File: config.mk
export PLATFORM = sky130hd
export DESIGN_NAME = console_line_editor_core
export DESIGN_NICKNAME = d
export VERILOG_FILES = /design/src/cle_pkg.sv /design/src/cle_front.sv /design/src/cle_queue.sv /design/src/cle_back.sv /design/src/console_line_editor_core.sv
export SDC_FILE = /design/constraint.sdc
export NUM_CORES = 1
export LEC_CHECK = 0
export ABC_AREA = 1
export BUFFER_PORTS_ARGS = -buffer_cell sky130_fd_sc_hd__clkbuf_2
export CORE_ASPECT_RATIO = 1.4
export CORE_MARGIN = 5
export CORE_UTILIZATION = 25
export CTS_BUF_LIST = sky130_fd_sc_hd__clkbuf_8
export DETAILED_ROUTE_END_ITERATION = 8
export PLACE_DENSITY_LB_ADDON = 0.12
export SYNTH_ARGS = -nofsm -noshare
export SYNTH_HDL_FRONTEND = slang
export SYNTH_HIERARCHICAL = 1
export SYNTH_SLANG_ARGS = --single-unit
File: constraint.sdc
create_clock -name clk -period 2.84 [get_ports clk]
set_input_delay 0.284 -clock clk [delete_from_list [all_inputs] [get_ports clk]]
set_output_delay 0.284 -clock clk [all_outputs]
set_load 0.02 [all_outputs]
File: src/cle_pkg.sv
`timescale 1ns / 1ps
// ----------------------------------------------------------------------------
// cle_pkg
// Shared types and constants for the console line editor: character codes,
// command kinds passed from the front end to the back end, and widths.
// ----------------------------------------------------------------------------
package cle_pkg;

	// line buffer sizing
	localparam int MAX_LINE    = 64;
	localparam int CAP_TOP     = (MAX_LINE > 64) ? 64 : MAX_LINE;
	localparam int CAP_MIN     = 2;
	localparam int CAP_W       = 7;
	localparam int POS_W       = 6;
	localparam int BYTE_W      = 8;

	// command queue between front and back
	localparam int QUEUE_DEPTH = 4;
	localparam int QPTR_W      = $clog2(QUEUE_DEPTH);
	localparam int QCNT_W      = $clog2(QUEUE_DEPTH + 1);

	// output item packing
	localparam int OUT_DATA_W  = 32;

	// character codes
	localparam logic [BYTE_W-1:0] CH_NUL = 8'h00;
	localparam logic [BYTE_W-1:0] CH_BS  = 8'h08;
	localparam logic [BYTE_W-1:0] CH_LF  = 8'h0a;
	localparam logic [BYTE_W-1:0] CH_CR  = 8'h0d;
	localparam logic [BYTE_W-1:0] CH_SP  = 8'h20;
	localparam logic [BYTE_W-1:0] CH_DEL = 8'h7f;

	// what the back end has to carry out for one input item
	typedef enum logic [2:0] {
		KIND_ERASE,
		KIND_CR,
		KIND_EOL,
		KIND_CHAR,
		KIND_CHAR_FULL
	} cmd_kind_t;

	typedef struct packed {
		cmd_kind_t         kind;
		logic [BYTE_W-1:0] data;
		logic [POS_W-1:0]  pos;
	} cmd_t;

	// step counter within one command
	typedef logic [1:0] step_t;

endpackage

File: src/cle_front.sv
`timescale 1ns / 1ps
// ----------------------------------------------------------------------------
// cle_front
// Accepts received bytes, classifies them against the current line position
// and the capacity register, updates the position and issues one command;
// an erase at the start of a line issues none.
module cle_front import cle_pkg::*; (
	input  logic              clk,
	input  logic              arst_n,
	input  logic              cfg_we,
	input  logic [CAP_W-1:0]  cfg_wdata,
	input  logic              in_valid,
	output logic              in_ready,
	input  logic [BYTE_W-1:0] in_byte,
	output logic              push,
	output cmd_t              push_cmd,
	input  logic              queue_full
);

	logic [CAP_W-1:0] capacity_q;
	logic [POS_W-1:0] pos_q;
	logic [CAP_W-1:0] cap_eff;
	logic [CAP_W-1:0] limit;
	logic [CAP_W-1:0] pos_inc;
	logic             accept;
	logic             is_erase;
	logic             full;
	cmd_kind_t        kind;
	logic [POS_W-1:0] pos_next;

	// capacity register
	always_ff @(posedge clk or negedge arst_n) begin
		if (!arst_n) begin
			capacity_q <= CAP_W'(MAX_LINE > 64 ? 64 : MAX_LINE);
		end else if (cfg_we) begin
			capacity_q <= cfg_wdata;
		end
	end

	// clamp capacity and derive the fill limit
	always_comb begin
		cap_eff = capacity_q;
		if (cap_eff > CAP_W'(CAP_TOP)) cap_eff = CAP_W'(CAP_TOP);
		if (cap_eff < CAP_W'(CAP_MIN)) cap_eff = CAP_W'(CAP_MIN);
		limit   = cap_eff - CAP_W'(1);
		pos_inc = {1'b0, pos_q} + CAP_W'(1);
		full    = (pos_inc >= limit);
	end

	assign in_ready = !queue_full;
	assign accept   = in_valid && in_ready;
	assign is_erase = (in_byte == CH_DEL) || (in_byte == CH_BS);

	// classify the item and work out the next position
	always_comb begin
		kind     = KIND_CHAR;
		pos_next = pos_q;
		if (is_erase) begin
			kind     = KIND_ERASE;
			pos_next = pos_q - POS_W'(1);
		end else if (in_byte == CH_CR) begin
			kind     = KIND_CR;
			pos_next = '0;
		end else if (in_byte == CH_LF || in_byte == CH_NUL) begin
			kind     = KIND_EOL;
			pos_next = '0;
		end else if (full) begin
			kind     = KIND_CHAR_FULL;
			pos_next = '0;
		end else begin
			kind     = KIND_CHAR;
			pos_next = pos_inc[POS_W-1:0];
		end
	end

	// erase at the start of a line is dropped
	assign push          = accept && !(is_erase && pos_q == '0);
	assign push_cmd.kind = kind;
	assign push_cmd.data = in_byte;
	assign push_cmd.pos  = pos_q;

	// line position
	always_ff @(posedge clk or negedge arst_n) begin
		if (!arst_n) begin
			pos_q <= '0;
		end else if (push) begin
			pos_q <= pos_next;
		end
	end

endmodule

File: src/cle_queue.sv
`timescale 1ns / 1ps
// ----------------------------------------------------------------------------
// cle_queue
// Short command queue that lets the front end and the back end stall
// independently of each other.
// ----------------------------------------------------------------------------
module cle_queue import cle_pkg::*; (
	input  logic clk,
	input  logic arst_n,
	input  logic push,
	input  cmd_t push_cmd,
	output logic full,
	input  logic pop,
	output logic head_valid,
	output cmd_t head_cmd
);

	cmd_t              entry_q [QUEUE_DEPTH];
	logic [QPTR_W-1:0] wr_ptr_q;
	logic [QPTR_W-1:0] rd_ptr_q;
	logic [QCNT_W-1:0] count_q;

	assign full       = (count_q == QCNT_W'(QUEUE_DEPTH));
	assign head_valid = (count_q != '0);
	assign head_cmd   = entry_q[rd_ptr_q];

	// entry storage
	always_ff @(posedge clk) begin
		if (push) begin
			entry_q[wr_ptr_q] <= push_cmd;
		end
	end

	// pointers and fill count
	always_ff @(posedge clk or negedge arst_n) begin
		if (!arst_n) begin
			wr_ptr_q <= '0;
			rd_ptr_q <= '0;
			count_q  <= '0;
		end else begin
			if (push) wr_ptr_q <= wr_ptr_q + QPTR_W'(1);
			if (pop)  rd_ptr_q <= rd_ptr_q + QPTR_W'(1);
			if (push && !pop)      count_q <= count_q + QCNT_W'(1);
			else if (pop && !push) count_q <= count_q - QCNT_W'(1);
		end
	end

endmodule

File: src/cle_back.sv
`timescale 1ns / 1ps
// ----------------------------------------------------------------------------
// cle_back
// Expands each command into its one to three result items and holds them
// in an output register towards the receiver.
// ----------------------------------------------------------------------------
module cle_back import cle_pkg::*; (
	input  logic                  clk,
	input  logic                  arst_n,
	input  logic                  head_valid,
	input  cmd_t                  head_cmd,
	output logic                  pop,
	output logic                  out_valid,
	input  logic                  out_ready,
	output logic [OUT_DATA_W-1:0] out_data,
	output logic                  out_last
);

	step_t             step_q;
	logic              out_valid_q;
	logic [OUT_DATA_W-1:0] out_data_q;
	logic              out_last_q;
	logic              load;

	logic              echo_valid;
	logic [BYTE_W-1:0] echo_byte;
	logic              store_valid;
	logic [POS_W-1:0]  store_index;
	logic [BYTE_W-1:0] store_byte;
	logic              line_done;
	logic [POS_W-1:0]  line_length;
	logic              is_last;
	logic [POS_W-1:0]  pos_inc;

	assign pos_inc = head_cmd.pos + POS_W'(1);

	// result fields for the current command and step
	always_comb begin
		echo_valid  = 1'b0;
		echo_byte   = '0;
		store_valid = 1'b0;
		store_index = '0;
		store_byte  = '0;
		line_done   = 1'b0;
		line_length = '0;
		is_last     = 1'b1;
		unique case (head_cmd.kind)
			KIND_ERASE: begin
				echo_valid = 1'b1;
				echo_byte  = (step_q == 2'd1) ? CH_SP : CH_BS;
				is_last    = (step_q == 2'd2);
			end
			KIND_CR: begin
				echo_valid = 1'b1;
				if (step_q == 2'd0) begin
					echo_byte = CH_CR;
					is_last   = 1'b0;
				end else begin
					echo_byte   = CH_LF;
					store_valid = 1'b1;
					store_index = head_cmd.pos;
					line_done   = 1'b1;
					line_length = head_cmd.pos;
				end
			end
			KIND_EOL: begin
				echo_valid  = 1'b1;
				echo_byte   = head_cmd.data;
				store_valid = 1'b1;
				store_index = head_cmd.pos;
				line_done   = 1'b1;
				line_length = head_cmd.pos;
			end
			KIND_CHAR: begin
				echo_valid  = 1'b1;
				echo_byte   = head_cmd.data;
				store_valid = 1'b1;
				store_index = head_cmd.pos;
				store_byte  = head_cmd.data;
			end
			KIND_CHAR_FULL: begin
				if (step_q == 2'd0) begin
					echo_valid  = 1'b1;
					echo_byte   = head_cmd.data;
					store_valid = 1'b1;
					store_index = head_cmd.pos;
					store_byte  = head_cmd.data;
					is_last     = 1'b0;
				end else begin
					store_valid = 1'b1;
					store_index = pos_inc;
					line_done   = 1'b1;
					line_length = pos_inc;
				end
			end
			default: begin
				is_last = 1'b1;
			end
		endcase
	end

	assign load = head_valid && (!out_valid_q || out_ready);
	assign pop  = load && is_last;

	// step counter and output valid
	always_ff @(posedge clk or negedge arst_n) begin
		if (!arst_n) begin
			step_q      <= '0;
			out_valid_q <= 1'b0;
		end else begin
			if (load) begin
				out_valid_q <= 1'b1;
				step_q      <= is_last ? step_t'(0) : step_q + step_t'(1);
			end else if (out_ready) begin
				out_valid_q <= 1'b0;
			end
		end
	end

	// output payload
	always_ff @(posedge clk) begin
		if (load) begin
			out_data_q <= {1'b0, line_length, line_done, store_byte, store_index,
				store_valid, echo_byte, echo_valid};
			out_last_q <= is_last;
		end
	end

	assign out_valid = out_valid_q;
	assign out_data  = out_data_q;
	assign out_last  = out_last_q;

endmodule

File: src/console_line_editor_core.sv
`timescale 1ns / 1ps
// ----------------------------------------------------------------------------
// console_line_editor_core
// Console line discipline with echo: edits one line of received bytes and
// reports echo bytes, buffer stores and line completion.
// ----------------------------------------------------------------------------
// Usage:
//   s_axis carries one received byte per item. m_axis carries the results:
//   every byte gives one to three items, the final one marked by tlast;
//   an erase at the start of a line gives none.
//   cfg_we/cfg_wdata write the line capacity; write only while idle.
// Path: a taken byte is queued as a command; the back end registers each result.
// Throughput: the front end takes one byte per cycle while the four-entry
//   command queue has room; the back end sends one item per cycle from its
//   single output register while commands wait and m_axis_tready is high.
// Reset: arst_n clears line position, queue and output valid; capacity
//   returns to 64.
// Stall: if m_axis_tready is low the output item holds, the queue fills
//   and s_axis_tready drops once four commands are waiting.
// ----------------------------------------------------------------------------
module console_line_editor_core import cle_pkg::*; (
	input  logic                  clk,
	input  logic                  arst_n,
	input  logic                  cfg_we,
	input  logic [CAP_W-1:0]      cfg_wdata,        // line_capacity
	input  logic                  s_axis_tvalid,
	output logic                  s_axis_tready,
	input  logic [BYTE_W-1:0]     s_axis_tdata,     // rx_byte
	output logic                  m_axis_tvalid,
	input  logic                  m_axis_tready,
	// echo_valid, echo_byte, store_valid, store_index, store_byte,
	// line_done, line_length, zero pad
	output logic [OUT_DATA_W-1:0] m_axis_tdata,
	output logic                  m_axis_tlast      // last
);

	logic push;
	cmd_t push_cmd;
	logic queue_full;
	logic pop;
	logic head_valid;
	cmd_t head_cmd;

	// byte classification and line position
	cle_front u_front (
		.clk        (clk),
		.arst_n     (arst_n),
		.cfg_we     (cfg_we),
		.cfg_wdata  (cfg_wdata),
		.in_valid   (s_axis_tvalid),
		.in_ready   (s_axis_tready),
		.in_byte    (s_axis_tdata),
		.push       (push),
		.push_cmd   (push_cmd),
		.queue_full (queue_full)
	);

	// command queue
	cle_queue u_queue (
		.clk        (clk),
		.arst_n     (arst_n),
		.push       (push),
		.push_cmd   (push_cmd),
		.full       (queue_full),
		.pop        (pop),
		.head_valid (head_valid),
		.head_cmd   (head_cmd)
	);

	// result expansion and output register
	cle_back u_back (
		.clk        (clk),
		.arst_n     (arst_n),
		.head_valid (head_valid),
		.head_cmd   (head_cmd),
		.pop        (pop),
		.out_valid  (m_axis_tvalid),
		.out_ready  (m_axis_tready),
		.out_data   (m_axis_tdata),
		.out_last   (m_axis_tlast)
	);

endmodule

# ---- Yosys cells after proc, flatten, opt, wreduce, memory -nomap -nowiden
# Memory sizes are Yosys's and may differ from the RTL's.
# Cells that the tools add are included.
dict set report totals {
  inputBits 20
  latch_bits 0
  romBits 0
  mem_count 1
  word_cells 92
  ff_bits 55
  ramBits 68
  output_inout_bits 35
}
# name words word_bits read_ports rd_ports_with_merged_regs wr line_no
set mem_list {}
lappend mem_list {u_queue.entry_q 4 17 1 0 1 cle_queue.sv:18} ;# cmd_t entry_q [QUEUE_DEPTH];
dict set report classes {
  n_mul 0
  n_eq_ne 11
  n_mux 33
  div 0
  magnitude_cmp 3
  shift 0
  bitwise 0
  add_sub_neg 9
  n_reduce_logical 26
}
# operator n
set ops {}
lappend ops {{6-bit 2-to-1 mux} 8}
lappend ops {{6-bit case mux with 3 select lines} 2}
lappend ops {{8-bit case mux with 4 select lines} 1}
lappend ops {{8-bit by 4-bit equality test with 1-bit output (second input constant)} 3}
lappend ops {{3-bit 2-to-1 mux} 7}
lappend ops {{8-bit case mux with 2 select lines} 1}
lappend ops {{7-bit 2-to-1 mux} 2}
lappend ops {{8-bit by 7-bit equality test with 1-bit output (second input constant)} 1}
lappend ops {{8-bit zero test} 1}
lappend ops {{8-bit 2-to-1 mux} 1}
lappend ops {{1-bit case mux with 2 select lines} 4}
lappend ops {{6-bit by 1-bit adder with 7-bit output (second input constant)} 1}
lappend ops {{7-bit >= comparator} 1}
lappend ops {{7-bit greater-than comparator (second input constant)} 1}
lappend ops {{1-bit logical AND} 7}
lappend ops {{7-bit by 2-bit < comparator with 1-bit output (second input constant)} 1}
lappend ops {{7-bit by 1-bit subtractor with 7-bit output (second input constant)} 1}
lappend ops {{2-bit by 1-bit adder with 2-bit output (second input constant)} 3}
lappend ops {{6-bit by 1-bit adder with 6-bit output (second input constant)} 1}
lappend ops {{3-bit by 2-bit equality test with 1-bit output (second input constant)} 2}
lappend ops {{3-bit equality test (second input constant)} 2}
lappend ops {{6-bit zero test} 1}
lappend ops {{1-bit 2-to-1 mux} 6}
lappend ops {{6-bit by 1-bit subtractor with 6-bit output (second input constant)} 1}
lappend ops {{other kinds (15)} 23}

# ---- Depth between registers and ports, before layout
dict set report logic_depth {
  depth_word 10
  depth_mapped 21
  depth_no_buf 21
}

# ---- Hierarchy
# Netlist, hierarchy kept.
# module n_inst seq_area_each_um2 area_per_inst_um2 cells_per_inst
set by_module_without_submodules {}
lappend by_module_without_submodules {cle_queue 1 2217.1 3166.8 247}
lappend by_module_without_submodules {cle_back 1 1036.0 1767.9 182}
lappend by_module_without_submodules {cle_front 1 326.6 1447.6 227}

# ---- Worst setup path after synthesis
# No wires, ideal clock.
dict set report synth_timing {
  kind {register -> register}
  from {register u_queue.rd_ptr_q[0]}
  to {register u_queue.count_q[1]}
  path_stages_with_launch 16
  arrival_time_ps 2450
  t_required_ps 2723
  n_path_buf 2
  synth_period_minus_slack_ps 2566
  setup_ps 117
  slack_ps 274
  path_cell_list {dfrtp_1 > buf_6 > buf_6 > o211ai_1 > nand2_1 > nor2_4 > nand2_1 > nand2_1 > nand2_1 > a21oi_1 > inv_1 > ha_1 > inv_1 > fa_1 > nand2_1 > nand2_1}
}
# item line_no
set synth_rtl {}
lappend synth_rtl {{from (decl)} cle_queue.sv:20} ;# logic [QPTR_W-1:0] rd_ptr_q;
lappend synth_rtl {{from (signal assigned)} cle_queue.sv:42} ;# if (pop) rd_ptr_q <= rd_ptr_q + QPTR_W'(1);
lappend synth_rtl {{to (signal assigned)} cle_queue.sv:43} ;# if (push && !pop) count_q <= count_q + QCNT_W'(1);
lappend synth_rtl {{to (signal assigned)} cle_queue.sv:44} ;# else if (pop && !push) count_q <= count_q - QCNT_W'(1);
lappend synth_rtl {{to (decl)} cle_queue.sv:21} ;# logic [QCNT_W-1:0] count_q;

==> results.py <==
metrics = {
    "run_status": {
        "status": "complete, no violations",
    },
    "synth": {
        "synth_area_leader_cell": "edfxtp_1",
        "yosys.cell_types.count": 39,
        "synth_area_per_cell_sq_um": 9.73,
        "syn-cell-area_sq_um": 6380,
        "ys_seq_elements": 123,
        "synthArstFlopShare_pct": 18.7,
        "synthCells": 656,
        "synth_most_common_cell": "nand2_1",
        "synth_area_leaders": "edfxtp_1 (47%), nand2_1 (10%), dfrtp_1 (8.6%), inv_1 (6.3%), ha_1 (4.3%)",
        "yosys.area.top_type_share_pct": 47.0,
        "synth_warnings": 6,
        "synth_edf_count": 100,
        "ys.flop_type": "edfxtp_1",
        "synth.cells.most_frequent": "nand2_1 (177), inv_1 (107), edfxtp_1 (100)",
        "synth_seq_area_share_pct": 56.1,
        "syn_nets": 699,
    },
    "route": {
        "drtIter0Drc": 164,
        "via_per_inst": 4.15,
        "routed_wl_um": 14000,
        "vias": 4407,
        "ant_nets": 0,
        "remaining_drc_errors": 0,
        "detail_route.first_pass.iterations": 4,
        "wl_per_cell_um": 13.2,
    },
    "clock_network": {
        "numCtsBuffers": 17,
        "htreeDepth": 4,
        "clock_path_buffers": 2,
        "clock-sinks": 123,
        "clock_latency_ps": 450,
        "clk_pin_slew_ps": 80,
        "cts_tree": "done",
        "cts_root_buf": "clkbuf_8",
    },
    "floorplan": {
        "die_area_sq_um": 28900,
        "num_rows": 69,
        "core-area_sq_um": 25300,
        "start_util_pct": 25.2,
        "io-pin-count": 55,
        "die_y_um": 199,
        "die_w_um": 145,
    },
    "finish": {
        "fillCellCount": 2640,
        "diodes": 0,
        "area_growth_pct": 18.2,
        "nets": 772,
        "drive_above_1_share_pct": 20.6,
        "design_area_sq_um": 7540,
    },
    "timing": {
        "min_period_ps": 2640,
        "drv_slew": 0,
        "max_slew_margin_pct": 55.6,
        "skew_ps": 12.3,
        "rsz0062_at_grt": "no",
        "setup_tns_ps": 0,
        "worstMarginPinSlew_ps": 667,
        "hold_viol": 0,
        "holdWs_ps": 48.7,
        "setup_viol": 0,
        "finalCritPeriodShare_pct": 93.0,
        "fmax_ghz": 0.379,
    },
    "placed_design": {
        "gp_congestion": 0.823,
        "place_area_sq_um": 7000,
        "hpwl_um": 10300,
        "portBuffers": 53,
    },
    "global_route": {
        "grt.met3_usage_pct": 2.77,
        "antenna_found_initial": 0,
        "grt_pass1_vias": 4499,
        "use_met2_pct": 18.5,
        "grt_pass1_wl_um": 23000,
        "overflow": 0,
        "grt_max_degree": 47,
        "grt.total_usage_pct": 10.2,
        "met1_usage_pct": 10.9,
        "busiest_layer": "met2",
    },
    "hold_path": {
        "min_path_type": "input port to flop",
    },
    "worst_setup_path": {
        "worstPathMaxFanout": 7,
        "cp.required_ps": 3030,
        "startpoint_type": "flop",
        "path_class": "flop to flop",
        "crit_path_end_kind": "flop",
        "arrival_ps": 2830,
    },
    "power_and_ir_drop": {
        "p_leak_nw": 3.41,
        "power_w": 0.00888,
        "ir_drop_v": 0.000337,
        "cellPowerDensity_nw_per_um2": 1180,
    },
    "run": {
        "cap_violations": 0,
    },
}
## cell usage in the layout (no fill, tap or decap), drive strengths merged
cell	instances
xor2	7
inv	113
edfxtp	100
bufinv	5
nand2	182
dlygate4sd3	3
nor2	50
o21a	1
nor3	4
o211ai	34
o21bai	2
ha	22
dfrtp	22
nand3	37
dfstp	1
clkinv	6
xnor2	4
conb	1
nand4	7
clkinvlp	4
fa	1
a21oi	13
mux2	4
o221ai	1
clkbuf	70
buf	26
or2	1
o21ai	21
## cell families (layout without fill, tap and decap cells)
family	Yosys count	count (layout)	share of synthesized area (%)
and+or+nand+nor	281	281	19.1
buffers and inverters	141	227	10.7
DFF	123	123	56.1
AOI/OAI and AO/OA	72	72	7.23
adders and majority gates	23	23	4.63
xor gates and xnor gates	11	11	1.51
muxes	4	4	0.706
other	1	1	0.0588
## timing repair
action                                  CTS  global route
buffers inserted                          0             1
endpoints found under the setup margin    0            19
hold endpoints to repair                 24             0
hold buffers                              3             0
resized for setup                         0            13
## per-stage QoR
stage          worst slack [ps]  util, %  cells
5_1_grt                  0.0122     29.8   1061
4_1_cts                    44.7     29.6   1060
3_3_place_gp                173     27.7   1025
6_report                    199     29.8   1061
3_5_place_dp               72.6     27.7   1025
2_1_floorplan               274        -    656
## critical path, cell delays in order, from the launching register on
cell	delay [ps]
dfrtp_1	410
nor2_2	130
nand3_1	100
nand2_2	110
nand2_1	50
nand2_1	100
inv_1	60
ha_2	210
nand2_2	80
nor2_1	40
nand3_1	60
nand2_1	90
ha_4	280
nand2_2	50
nor2_1	110
nand2_1	80
nand2_2	110
nor2_4	70
o21a_1	220
## metal layers
layer	vias to the layer above	part of all wire (%)
li1	2283	-
met4	0	2.5
met1	2040	42
met5	-	0
met3	16	3.5
met2	68	52
## power breakdown
part	switching (W)	internal [W]
logic	0.00259	0.00133
registers	0.000350	0.00282
clock network	0.000748	0.00104
total	0.00368	0.00519
## final cells by class
cell class	instances	area (sq um)	share of cell area [%]
clock inverter	15	224	2.97
timing repair buffer	82	503	6.67
sequential	123	3580	47.5
tap	319	399	5.29
clock buffer	17	234	3.10
multi-input combinational	392	2170	28.8
inverter	113	429	5.69
## flip-flops by register name, summed over array words and instances, names as in the netlist, 2 cells and up
signal	cells
u_back/out_data	31
u_back/step_q	2
u_front/capacity_q	7
u_front/pos_q	6
u_queue/count_q	3
u_queue/entry_q	68
u_queue/rd_ptr_q	2
u_queue/wr_ptr_q	2
## worst paths after layout
path / from / end / slack [ps] / depth (start not counted)
setup / recovery: u_front/capacity_q[5]$_DFFE_PN0P_ / u_queue/entry_q[0][14]$_DFFE_PP_ / 200 / 18
hold / removal: cfg_wdata[5] / u_front/capacity_q[5]$_DFFE_PN0P_ / 50 / 3
setup reg to reg: u_front/capacity_q[5]$_DFFE_PN0P_ / u_queue/entry_q[0][14]$_DFFE_PP_ / 200 / 18
hold reg to reg: u_queue/count_q[2]$_DFFE_PN0P_ / u_queue/count_q[2]$_DFFE_PN0P_ / 480 / 2
max in group asynchronous: arst_n / u_queue/rd_ptr_q[0]$_DFFE_PN0P_ / 1980 / 2
min in group asynchronous: arst_n / u_front/capacity_q[4]$_DFFE_PN0P_ / 390 / 2
Power figures use the tool's default switching activity.
